[config.mk]
export PLATFORM = sky130hd
export DESIGN_NAME = bspline_basis_evaluator
export DESIGN_NICKNAME = d
export VERILOG_FILES = /design/src/rtl/bsbe_pkg.sv /design/src/rtl/bsbe_ram.sv /design/src/rtl/bsbe_div.sv /design/src/rtl/bsbe_datapath.sv /design/src/rtl/bsbe_ctrl.sv /design/src/rtl/bspline_basis_evaluator.sv
export SDC_FILE = /design/constraint.sdc
export NUM_CORES = 2
export LEC_CHECK = 0
export BUFFER_PORTS_ARGS = -buffer_cell sky130_fd_sc_hd__clkbuf_2
export CAP_MARGIN = 20
export CORE_ASPECT_RATIO = 0.8
export CORE_MARGIN = 2
export CORE_UTILIZATION = 65
export CTS_BUF_LIST = sky130_fd_sc_hd__clkbuf_8
export DETAILED_ROUTE_END_ITERATION = 10
export PLACE_DENSITY = 0.88
export RECOVER_POWER = 100
export SYNTH_ARGS = -nofsm -noshare
export SYNTH_HDL_FRONTEND = slang
export SYNTH_SLANG_ARGS = --single-unit
[constraint.sdc]
create_clock -name clk -period 9.5 [get_ports clk]
set_clock_uncertainty 0.15 [all_clocks]
set_input_delay 1.9 -clock clk [delete_from_list [all_inputs] [get_ports clk]]
set_output_delay 1.9 -clock clk [all_outputs]
set_load 0.1 [all_outputs]
[src/rtl/bsbe_pkg.sv]
// shared constants and types for the b-spline basis evaluator
package bsbe_pkg;
  localparam int MAX_BASIS  = 32;
  localparam int MAX_ORDER  = 8;
  localparam int KNOT_DEPTH = MAX_BASIS + MAX_ORDER;
  localparam int KW = 17;
  localparam int AW = $clog2(KNOT_DEPTH);
  localparam int NW = $clog2(KNOT_DEPTH);
  localparam logic [KW-1:0] ONE_Q16 = 17'h10000;
  localparam logic [0:0] MODE_WRITE = 1'b0;
  localparam logic [0:0] MODE_EVAL  = 1'b1;
  localparam logic REG_ORDER = 1'b0;
  localparam logic REG_COUNT = 1'b1;

  // controller to datapath
  typedef struct packed {
    logic clr_deg0;  // compute degree-zero value for index
    logic calc;      // compute higher degree value for index
    logic [NW-1:0] idx;
    logic [NW-1:0] ridx;  // basis value read index, one ahead while results leave
    logic [3:0] deg;
    logic [1:0] kstep;  // which knot is being loaded (0..3)
    logic kload;
    logic div_start;
    logic [0:0] div_sel;
    logic wr_nv;
  } bsbe_cmd_t;

  typedef struct packed {
    logic div_done;
  } bsbe_sts_t;
endpackage

[src/rtl/bsbe_ram.sv]
// generic ram with one write port and one registered read port
module bsbe_ram #(
  parameter int WIDTH = 17,
  parameter int DEPTH = 40
) (
  input  logic clk,
  input  logic we,
  input  logic [$clog2(DEPTH)-1:0] waddr,
  input  logic [WIDTH-1:0] wdata,
  input  logic [$clog2(DEPTH)-1:0] raddr,
  output logic [WIDTH-1:0] rdata
);
  logic [WIDTH-1:0] mem [DEPTH];
  always_ff @(posedge clk) begin
    if (we) begin
      mem[waddr] <= wdata;
    end
    rdata <= mem[raddr];
  end
endmodule

[src/rtl/bsbe_div.sv]
// restoring divider: floor(num*65536/den) saturated to 1.0, one bit a cycle
module bsbe_div
  import bsbe_pkg::*;
(
  input  logic clk,
  input  logic rst,
  input  logic start,
  input  logic [KW-1:0] num,
  input  logic [KW-1:0] den,
  output logic done,
  output logic [KW-1:0] quo
);
  logic [KW:0] rem;
  logic [33:0] q;
  logic [KW-1:0] d;
  logic [32:0] dvd;
  logic [5:0] cnt;
  logic busy;
  logic [KW+1:0] trial;
  assign trial = {rem, dvd[32]} - {2'b0, d};
  always_ff @(posedge clk) begin
    if (rst) begin
      busy <= 1'b0;
      done <= 1'b0;
    end else begin
      done <= 1'b0;
      if (start) begin
        busy <= 1'b1;
        cnt  <= 6'd0;
        rem  <= '0;
        q    <= '0;
        d    <= den;
        dvd  <= {num, 16'b0};
      end else if (busy) begin
        if (!trial[KW+1]) begin
          rem <= trial[KW:0];
          q   <= {q[32:0], 1'b1};
        end else begin
          rem <= {rem[KW-1:0], dvd[32]};
          q   <= {q[32:0], 1'b0};
        end
        dvd <= {dvd[31:0], 1'b0};
        cnt <= cnt + 6'd1;
        if (cnt == 6'd32) begin
          busy <= 1'b0;
          done <= 1'b1;
        end
      end
    end
  end
  assign quo = (d == '0) ? '0 : ((q[32:0] > 33'(ONE_Q16)) ? ONE_Q16 : q[KW-1:0]);
endmodule

[src/rtl/bsbe_datapath.sv]
// knot store, basis value memories, weight divider and multiply-add
module bsbe_datapath
  import bsbe_pkg::*;
(
  input  logic clk,
  input  logic rst,
  input  bsbe_cmd_t cmd,
  output bsbe_sts_t sts,
  input  logic kwe,
  input  logic [AW-1:0] kwaddr,
  input  logic [KW-1:0] kwdata,
  input  logic [KW-1:0] xin,
  output logic [KW-1:0] out_val
);
  logic [KW-1:0] kr, ki, ki1, kid, kid1, w1, quo, num, den;
  logic [KW-1:0] nva, nvb, nv_wdata;
  logic [AW-1:0] ra;
  logic [1:0] lstep;
  logic n_neg, d_neg;
  logic dn;
  logic [33:0] p1, p2;
  logic [KW:0] s;

  always_comb begin
    unique case (cmd.kstep)
      2'd0: ra = cmd.idx;
      2'd1: ra = AW'(cmd.idx + 1'b1);
      2'd2: ra = AW'(cmd.idx + cmd.deg);
      default: ra = AW'(cmd.idx + cmd.deg + 1'b1);
    endcase
  end

  bsbe_ram #(.WIDTH(KW), .DEPTH(KNOT_DEPTH)) u_knots (
    .clk(clk), .we(kwe), .waddr(kwaddr), .wdata(kwdata), .raddr(ra), .rdata(kr)
  );

  // the knot read data arrives the cycle after kstep names its address, so lstep follows it for kload
  always_ff @(posedge clk) begin
    lstep <= cmd.kstep;
  end

  always_ff @(posedge clk) begin
    if (cmd.kload) begin
      unique case (lstep)
        2'd0: ki <= kr;
        2'd1: ki1 <= kr;
        2'd2: kid <= kr;
        default: kid1 <= kr;
      endcase
    end
  end

  // sign rules: num and den of w1 are x-ki and kid-ki; of w2 kid1-x and kid1-ki1
  always_comb begin
    if (cmd.div_sel == 1'b0) begin
      n_neg = (xin < ki);
      d_neg = (kid < ki);
      num = n_neg ? ki - xin : xin - ki;
      den = d_neg ? ki - kid : kid - ki;
    end else begin
      n_neg = (kid1 < xin);
      d_neg = (kid1 < ki1);
      num = n_neg ? xin - kid1 : kid1 - xin;
      den = d_neg ? ki1 - kid1 : kid1 - ki1;
    end
    // opposite signs give a zero weight
    if (n_neg != d_neg) den = '0;
  end

  bsbe_div u_div (
    .clk(clk), .rst(rst), .start(cmd.div_start), .num(num), .den(den),
    .done(dn), .quo(quo)
  );
  assign sts.div_done = dn;

  always_ff @(posedge clk) begin
    if (dn && cmd.div_sel == 1'b0) begin
      w1 <= quo;
    end
  end

  // two copies of the basis values give two registered reads a cycle
  assign nv_wdata = cmd.clr_deg0 ? ((xin >= ki && xin < ki1) ? ONE_Q16 : '0) :
                    ((s > {1'b0, ONE_Q16}) ? ONE_Q16 : s[KW-1:0]);

  bsbe_ram #(.WIDTH(KW), .DEPTH(KNOT_DEPTH)) u_nv_a (
    .clk(clk), .we(cmd.wr_nv), .waddr(cmd.idx), .wdata(nv_wdata),
    .raddr(cmd.ridx), .rdata(nva)
  );

  bsbe_ram #(.WIDTH(KW), .DEPTH(KNOT_DEPTH)) u_nv_b (
    .clk(clk), .we(cmd.wr_nv), .waddr(cmd.idx), .wdata(nv_wdata),
    .raddr(NW'(cmd.ridx + 1'b1)), .rdata(nvb)
  );

  always_ff @(posedge clk) begin
    p1 <= w1 * nva + 34'd32768;
    p2 <= quo * nvb + 34'd32768;
  end
  assign s = {1'b0, p1[32:16]} + {1'b0, p2[32:16]};

  assign out_val = nva;
endmodule

[src/rtl/bsbe_ctrl.sv]
// sequencer for the cox-de boor triangle and result emission
module bsbe_ctrl
  import bsbe_pkg::*;
(
  input  logic clk,
  input  logic rst,
  input  logic start,
  input  logic [3:0] deg_max,
  input  logic [5:0] cnt,
  input  bsbe_sts_t sts,
  output bsbe_cmd_t cmd,
  output logic busy,
  output logic emit,
  output logic [NW-1:0] eidx,
  output logic elast,
  input  logic etake
);
  localparam logic [3:0] S_IDLE = 4'd0, S_K0 = 4'd1, S_K1 = 4'd2, S_K2 = 4'd3,
    S_K3 = 4'd4, S_D0 = 4'd5, S_DIV1 = 4'd6, S_W1 = 4'd7, S_DIV2 = 4'd8,
    S_W2 = 4'd9, S_MUL = 4'd10, S_SUM = 4'd11, S_EMIT = 4'd12, S_K4 = 4'd13,
    S_PRE = 4'd14;
  logic [3:0] state, state_next;
  logic [NW-1:0] idx;
  logic [3:0] deg;
  logic [5:0] span;
  assign span = 6'(cnt + deg_max - deg);
  assign busy = (state != S_IDLE);
  assign emit = (state == S_EMIT);
  assign eidx = idx;
  assign elast = (6'(idx) + 6'd1 == cnt);

  always_comb begin
    cmd = '0;
    cmd.idx = idx;
    cmd.deg = deg;
    // look one index ahead when a result is taken so the next one is ready
    cmd.ridx = (state == S_EMIT && etake) ? NW'(idx + 1'b1) : idx;
    state_next = state;
    unique case (state)
      S_IDLE: if (start) state_next = S_K0;
      S_K0: begin cmd.kstep = 2'd0; state_next = S_K1; end
      S_K1: begin cmd.kstep = 2'd1; cmd.kload = 1'b1; state_next = S_K2; end
      S_K2: begin cmd.kstep = 2'd2; cmd.kload = 1'b1; state_next = S_K3; end
      S_K3: begin cmd.kstep = 2'd3; cmd.kload = 1'b1; state_next = S_K4; end
      S_K4: begin
        cmd.kstep = 2'd3; cmd.kload = 1'b1;
        state_next = (deg == 4'd0) ? S_D0 : S_DIV1;
      end
      S_D0: begin cmd.clr_deg0 = 1'b1; cmd.wr_nv = 1'b1; state_next = S_SUM; end
      S_DIV1: begin cmd.div_start = 1'b1; state_next = S_W1; end
      S_W1: if (sts.div_done) state_next = S_DIV2;
      S_DIV2: begin cmd.div_sel = 1'b1; cmd.div_start = 1'b1; state_next = S_W2; end
      S_W2: begin cmd.div_sel = 1'b1; if (sts.div_done) state_next = S_MUL; end
      S_MUL: begin cmd.div_sel = 1'b1; state_next = S_SUM; cmd.wr_nv = 1'b0; end
      S_SUM: state_next = S_K0;
      S_PRE: state_next = S_EMIT;
      S_EMIT: if (etake && elast) state_next = S_IDLE;
      default: state_next = S_IDLE;
    endcase
    if (state == S_SUM) begin
      cmd.wr_nv = (deg != 4'd0);
      if (6'(idx) + 6'd1 >= span) begin
        state_next = (deg == deg_max) ? S_PRE : S_K0;
      end
    end
  end

  // quotient of w2 must stay on the divider output through the multiply
  always_ff @(posedge clk) begin
    if (rst) begin
      state <= S_IDLE;
      idx <= '0;
      deg <= '0;
    end else begin
      state <= state_next;
      if (state == S_IDLE && start) begin
        idx <= '0; deg <= '0;
      end else if (state == S_SUM) begin
        if (6'(idx) + 6'd1 >= span) begin
          idx <= '0;
          deg <= (deg == deg_max) ? deg : deg + 4'd1;
        end else begin
          idx <= idx + 1'b1;
        end
      end else if (state == S_EMIT && etake) begin
        idx <= elast ? '0 : idx + 1'b1;
      end
    end
  end
endmodule

[src/rtl/bspline_basis_evaluator.sv]
// top level of the b-spline basis evaluator
// With order k and basis count n, an evaluate item keeps the block busy
// through the whole triangle: every degree-zero index runs four knot loads
// from the knot memory's single read port, the interval test and the write,
// and every higher-degree index runs the knot loads, two 33-step serial
// divisions for the weights, the multiply and the sum. The first value is
// then fetched and the n result items leave one per cycle as the sink takes
// them. A knot write item gives no result. The next input item
// is accepted the cycle after the last result has gone.
// The knot table holds nothing meaningful until written.
module bspline_basis_evaluator
  import bsbe_pkg::*;
(
  input  logic clk,
  input  logic rst,
  input  logic s_tvalid,
  output logic s_tready,
  input  logic [23:0] s_tdata,   // knot_index[5:0], value[22:6]
  input  logic [0:0] s_tuser,    // mode
  output logic m_tvalid,
  input  logic m_tready,
  output logic [23:0] m_tdata,   // basis_index[4:0], basis_value[21:5], zero pad
  output logic m_tlast,          // last
  input  logic psel,
  input  logic penable,
  input  logic pwrite,
  input  logic [2:0] paddr,
  input  logic [31:0] pwdata,
  output logic [31:0] prdata,
  output logic pready
);
  logic [3:0] spline_order;
  logic [5:0] basis_count;
  logic [3:0] deg_max;
  logic [5:0] cnt;
  logic [KW-1:0] x, inval;
  logic acc, busy, emit, elast;
  logic [NW-1:0] eidx;
  logic [KW-1:0] oval;
  bsbe_cmd_t cmd;
  bsbe_sts_t sts;

  assign pready = 1'b1;
  always_ff @(posedge clk) begin
    if (rst) begin
      spline_order <= 4'd4;
      basis_count <= 6'd8;
    end else if (psel && penable && pwrite && paddr[1:0] == 2'b00) begin
      if (paddr[2] == REG_ORDER) spline_order <= pwdata[3:0];
      else basis_count <= pwdata[5:0];
    end
  end
  assign prdata = (paddr[2] == REG_COUNT) ? {26'b0, basis_count} : {28'b0, spline_order};

  // clamp order and count to their supported ranges
  assign deg_max = (spline_order == 4'd0) ? 4'd0 :
                   (spline_order > 4'(MAX_ORDER)) ? 4'(MAX_ORDER - 1) : spline_order - 4'd1;
  assign cnt = (basis_count == 6'd0) ? 6'd1 :
               (basis_count > 6'(MAX_BASIS)) ? 6'(MAX_BASIS) : basis_count;

  // points and knots above one saturate
  assign inval = (s_tdata[22:6] > ONE_Q16) ? ONE_Q16 : s_tdata[22:6];
  assign s_tready = !busy;
  assign acc = s_tvalid && s_tready;
  always_ff @(posedge clk) begin
    if (acc && s_tuser == MODE_EVAL) x <= inval;
  end

  bsbe_ctrl u_ctrl (
    .clk(clk), .rst(rst), .start(acc && s_tuser == MODE_EVAL), .deg_max(deg_max),
    .cnt(cnt), .sts(sts), .cmd(cmd), .busy(busy), .emit(emit), .eidx(eidx),
    .elast(elast), .etake(m_tready)
  );

  bsbe_datapath u_dp (
    .clk(clk), .rst(rst), .cmd(cmd), .sts(sts),
    .kwe(acc && s_tuser == MODE_WRITE && s_tdata[5:0] < 6'(KNOT_DEPTH)),
    .kwaddr(s_tdata[AW-1:0]), .kwdata(inval), .xin(x),
    .out_val(oval)
  );

  assign m_tvalid = emit;
  assign m_tdata = {2'b0, oval, eidx[4:0]};
  assign m_tlast = elast;
endmodule

==> flow_metrics.py <==
metrics = {
    "status": {
        "status": "finished, violations left",
        "violations": "capacitance limit, slew limit",
    },
    "critical_path": {
        "end_kind": "flip-flop",
        "arrival_ns": 9.72,
        "crit_slowest_cell": "clkbuf_1",
        "cp_common_cell": "mux4_2",
        "worst-path-max-fanout": 63,
        "start_kind": "flip-flop",
        "max_stage_delay_ns": 3.09,
        "path_cells": "nand2_1 -> nor3_1 -> nand2_8 -> o21ai_4 -> clkbuf_1 -> clkbuf_2 -> mux4_2 -> mux4_2 -> mux2i_1 -> a21oi_1",
        "worstSetupPathType": "flip-flop to flip-flop",
        "critical_path_required_ns": 10.10,
    },
    "routing": {
        "viasPerCell": 6.70,
        "drt_pass1_iterations": 7,
        "ant_nets": 0,
        "drtIter0Drc": 9673,
        "vias": 64000,
        "routedWlPerCell_um": 26.4,
        "drt_wl_total_mm": 252,
        "drcViolationCount": 0,
    },
    "logic_synthesis": {
        "synth_seq_cells": 1666,
        "avgSynthCellArea_um2": 13.3,
        "syn-cell-area_um2": 97000,
        "synthArstFlopShare_pct": 0,
        "ys.flop_type": "edfxtp_1",
        "ys_types": 91,
        "synth_edf_count": 1553,
        "synthesis.instances": 7276,
        "synth-seq-area-share_pct": 50.4,
        "yosys_warnings": 0,
    },
    "pwr": {
        "power_density_nw_per_um2": 176,
        "p_leak_nw": 40.8,
        "worst_ir_drop_vdd_uv": 200,
    },
    "clocking": {
        "clk_latency_ns": 1.00,
        "tritoncts": "yes",
        "cts_sinks": 1666,
        "cts_buffer_depth": 4,
        "cts.htree.levels": 5,
        "cts.clk_slew.worst_paths_ns": 0.07,
        "cts_buffers": 276,
        "ctsHoldBuffers": 0,
        "cts_resized": 0,
        "post_cts_buffers": 0,
        "cts-root-buf": "clkbuf_8",
    },
    "grt": {
        "overflow": 0,
        "antenna_found_initial": 11,
        "grt_pass1_vias": 64200,
        "grt_pass1_wl_mm": 378,
        "track_usage_pct": 32.9,
        "grt_max_degree": 178,
    },
    "cells_and_area": {
        "mostFrequentLayoutCell": "edfxtp_1",
        "fillerInstances": 9315,
        "layout-drive-gt1-share_pct": 12.5,
        "layout_common_cells": "1553 x edfxtp_1, 733 x inv_1, 537 x nand2_1",
        "fin_nets": 8346,
        "syn2layout_area_growth_pct": 7.08,
    },
    "timing": {
        "setup-tns-final_ns": 0,
        "setup_viol": 0,
        "rsz0062_at_grt": "no",
        "finalHoldViolCount": 0,
        "finalCriticalPeriod_ns": 9.11,
        "fin_ws_ns": 0.388,
        "worst_slew_margin_rel_pct": -193,
        "fin_crit_sh_pct": 95.9,
        "hold_ws_ns": 0.337,
        "final_max_slew_viol_count": 2401,
        "worstMarginPinSlew_ns": 4.39,
        "fmaxAchievable_ghz": 0.110,
    },
    "place": {
        "dpl.hpwl_mm": 162,
        "pre_cts_ws_ns": 0.683,
        "place_congestion": 0.971,
        "port_buffers": 70,
    },
    "worst_hold_path": {
        "min_path_type": "flip-flop to flip-flop",
    },
    "floorplan": {
        "die_x_um": 436,
        "core_area_um2": 148000,
        "die_h_um": 349,
        "rows": 126,
        "boundaryPins": 127,
        "die-area_um2": 152000,
        "start_util_pct": 65.6,
    },
    "flow_run": {
        "max-cap-violations": 76,
    },
}
-- critical path, delay by kind of cell, from the launching register on --
| kind | cells | cell delay [ns] |
|---|---|---|
| flops | 1 | 0.64 |
| mux | 3 | 1.62 |
| buf+inv | 2 | 4.73 |
| compound gates | 2 | 0.49 |
| simple gates | 3 | 1.12 |
-- metrics by stage --
step                area, um2  total power [mW]  cells  utilization [%]
floorplan               97100              11.5   7303                -
global placement        99600              12.4   9072             67.4
detailed placement      99700              12.5   9076             67.4
CTS                    104000              18.2   9533             70.6
global route           104000              18.9   9550             70.2
finish                 104000              18.3   9552             70.2
-- cell type report --
cell class	instances	area [um2]	area share, %
multi-input combinational	4529	43900	42.3
sequential	1666	48900	47.1
tap	1984	2480	2.39
timing repair buffer	249	1270	1.22
inverter	663	2500	2.40
clock inverter	171	827	0.797
clock buffer	286	3940	3.79
antenna	4	10.0	0.00964
-- registers in the layout, summed over array words and instances, names as in the netlist, 18 cells and up --
register          cells
u_dp.u_knots.mem    680
u_dp.u_nv_b.mem     408
u_dp.u_nv_a.mem     272
u_dp.u_div.q         33
u_dp.u_div.rem       18
-- synthesized netlist by cell type, types with 6 or more instances --
library cell | number | area share [%]
nand2_1 | 536 | 2.1
nor2_1 | 292 | 1.1
o21ai_1 | 16 | 0.083
o21a_1 | 34 | 0.26
nand2b_1 | 30 | 0.19
a311oi_1 | 21 | 0.19
and3_1 | 172 | 1.1
nor4_1 | 39 | 0.25
nor3_1 | 46 | 0.24
ha_1 | 433 | 5.6
or2_2 | 10 | 0.065
a21o_1 | 79 | 0.61
clkbuf_1 | 279 | 1.1
mux2i_1 | 318 | 3.3
buf_1 | 15 | 0.058
a21oi_1 | 279 | 1.4
fa_1 | 461 | 9.5
a211o_1 | 22 | 0.20
dfxtp_1 | 113 | 2.3
nor2b_1 | 205 | 1.3
a221oi_1 | 6 | 0.054
o22ai_1 | 7 | 0.045
xor2_1 | 56 | 0.51
buf_2 | 77 | 0.40
nand3_1 | 43 | 0.22
and2_1 | 193 | 1.2
o221ai_1 | 9 | 0.081
a31oi_1 | 34 | 0.22
mux4_2 | 374 | 8.7
o211ai_1 | 47 | 0.36
or3_1 | 14 | 0.090
edfxtp_1 | 1553 | 48
a221o_1 | 6 | 0.062
o21bai_1 | 16 | 0.12
nand4_1 | 12 | 0.077
xnor2_1 | 94 | 0.85
a31o_2 | 6 | 0.054
nor3b_1 | 6 | 0.046
buf_4 | 70 | 0.54
a211oi_1 | 332 | 2.6
mux2_2 | 42 | 0.49
nand3b_1 | 14 | 0.11
o21ai_0 | 113 | 0.58
inv_1 | 660 | 2.6
-- worst paths after layout --
path	from	to	slack, ns	cells past startpoint
max	u_ctrl.state[3]$_SDFF_PP0_	u_dp.u_nv_a.rdata[14]$_DFF_P_	0.39	10
min	u_dp.u_knots.rdata[8]$_DFF_P_	u_dp.kid[8]$_DFFE_PP_	0.34	0
max reg2reg	u_ctrl.state[3]$_SDFF_PP0_	u_dp.u_nv_a.rdata[14]$_DFF_P_	0.39	10
min reg2reg	u_dp.u_knots.rdata[8]$_DFF_P_	u_dp.kid[8]$_DFFE_PP_	0.34	0
-- per-layer routing --
metal | up-vias | global-route usage (%) | wire [um]
li1 | 26700 | - | -
met1 | 31500 | 45.2 | 91000
met2 | 4876 | 49.7 | 114000
met3 | 802 | 9.13 | 35200
met4 | 10 | 14.6 | 11700
met5 | - | 0 | 68
-- report_power, final --
group | leakage, nW | internal, mW | switching, mW | total [mW]
combinational | 22.9 | 1.39 | 2.60 | 3.99
sequential | 15.1 | 8.35 | 0.238 | 8.58
clock | 2.73 | 2.89 | 2.83 | 5.71
-- cell families (layout without fill, tap and decap cells) --
| logic type | count (synthesis) | in the layout | synth area share [%] |
|---|---|---|---|
| fa+ha+maj | 894 | 894 | 15.1 |
| flops | 1666 | 1666 | 50.4 |
| mux | 734 | 734 | 12.5 |
| buf+inv | 1108 | 1369 | 4.69 |
| simple gates | 1636 | 1636 | 8.40 |
| xor+xnor | 153 | 153 | 1.42 |
| other cells | 2 | 33 | 0.00775 |
| compound gates | 1083 | 1083 | 7.50 |
(Power assumes the default switching activity.)
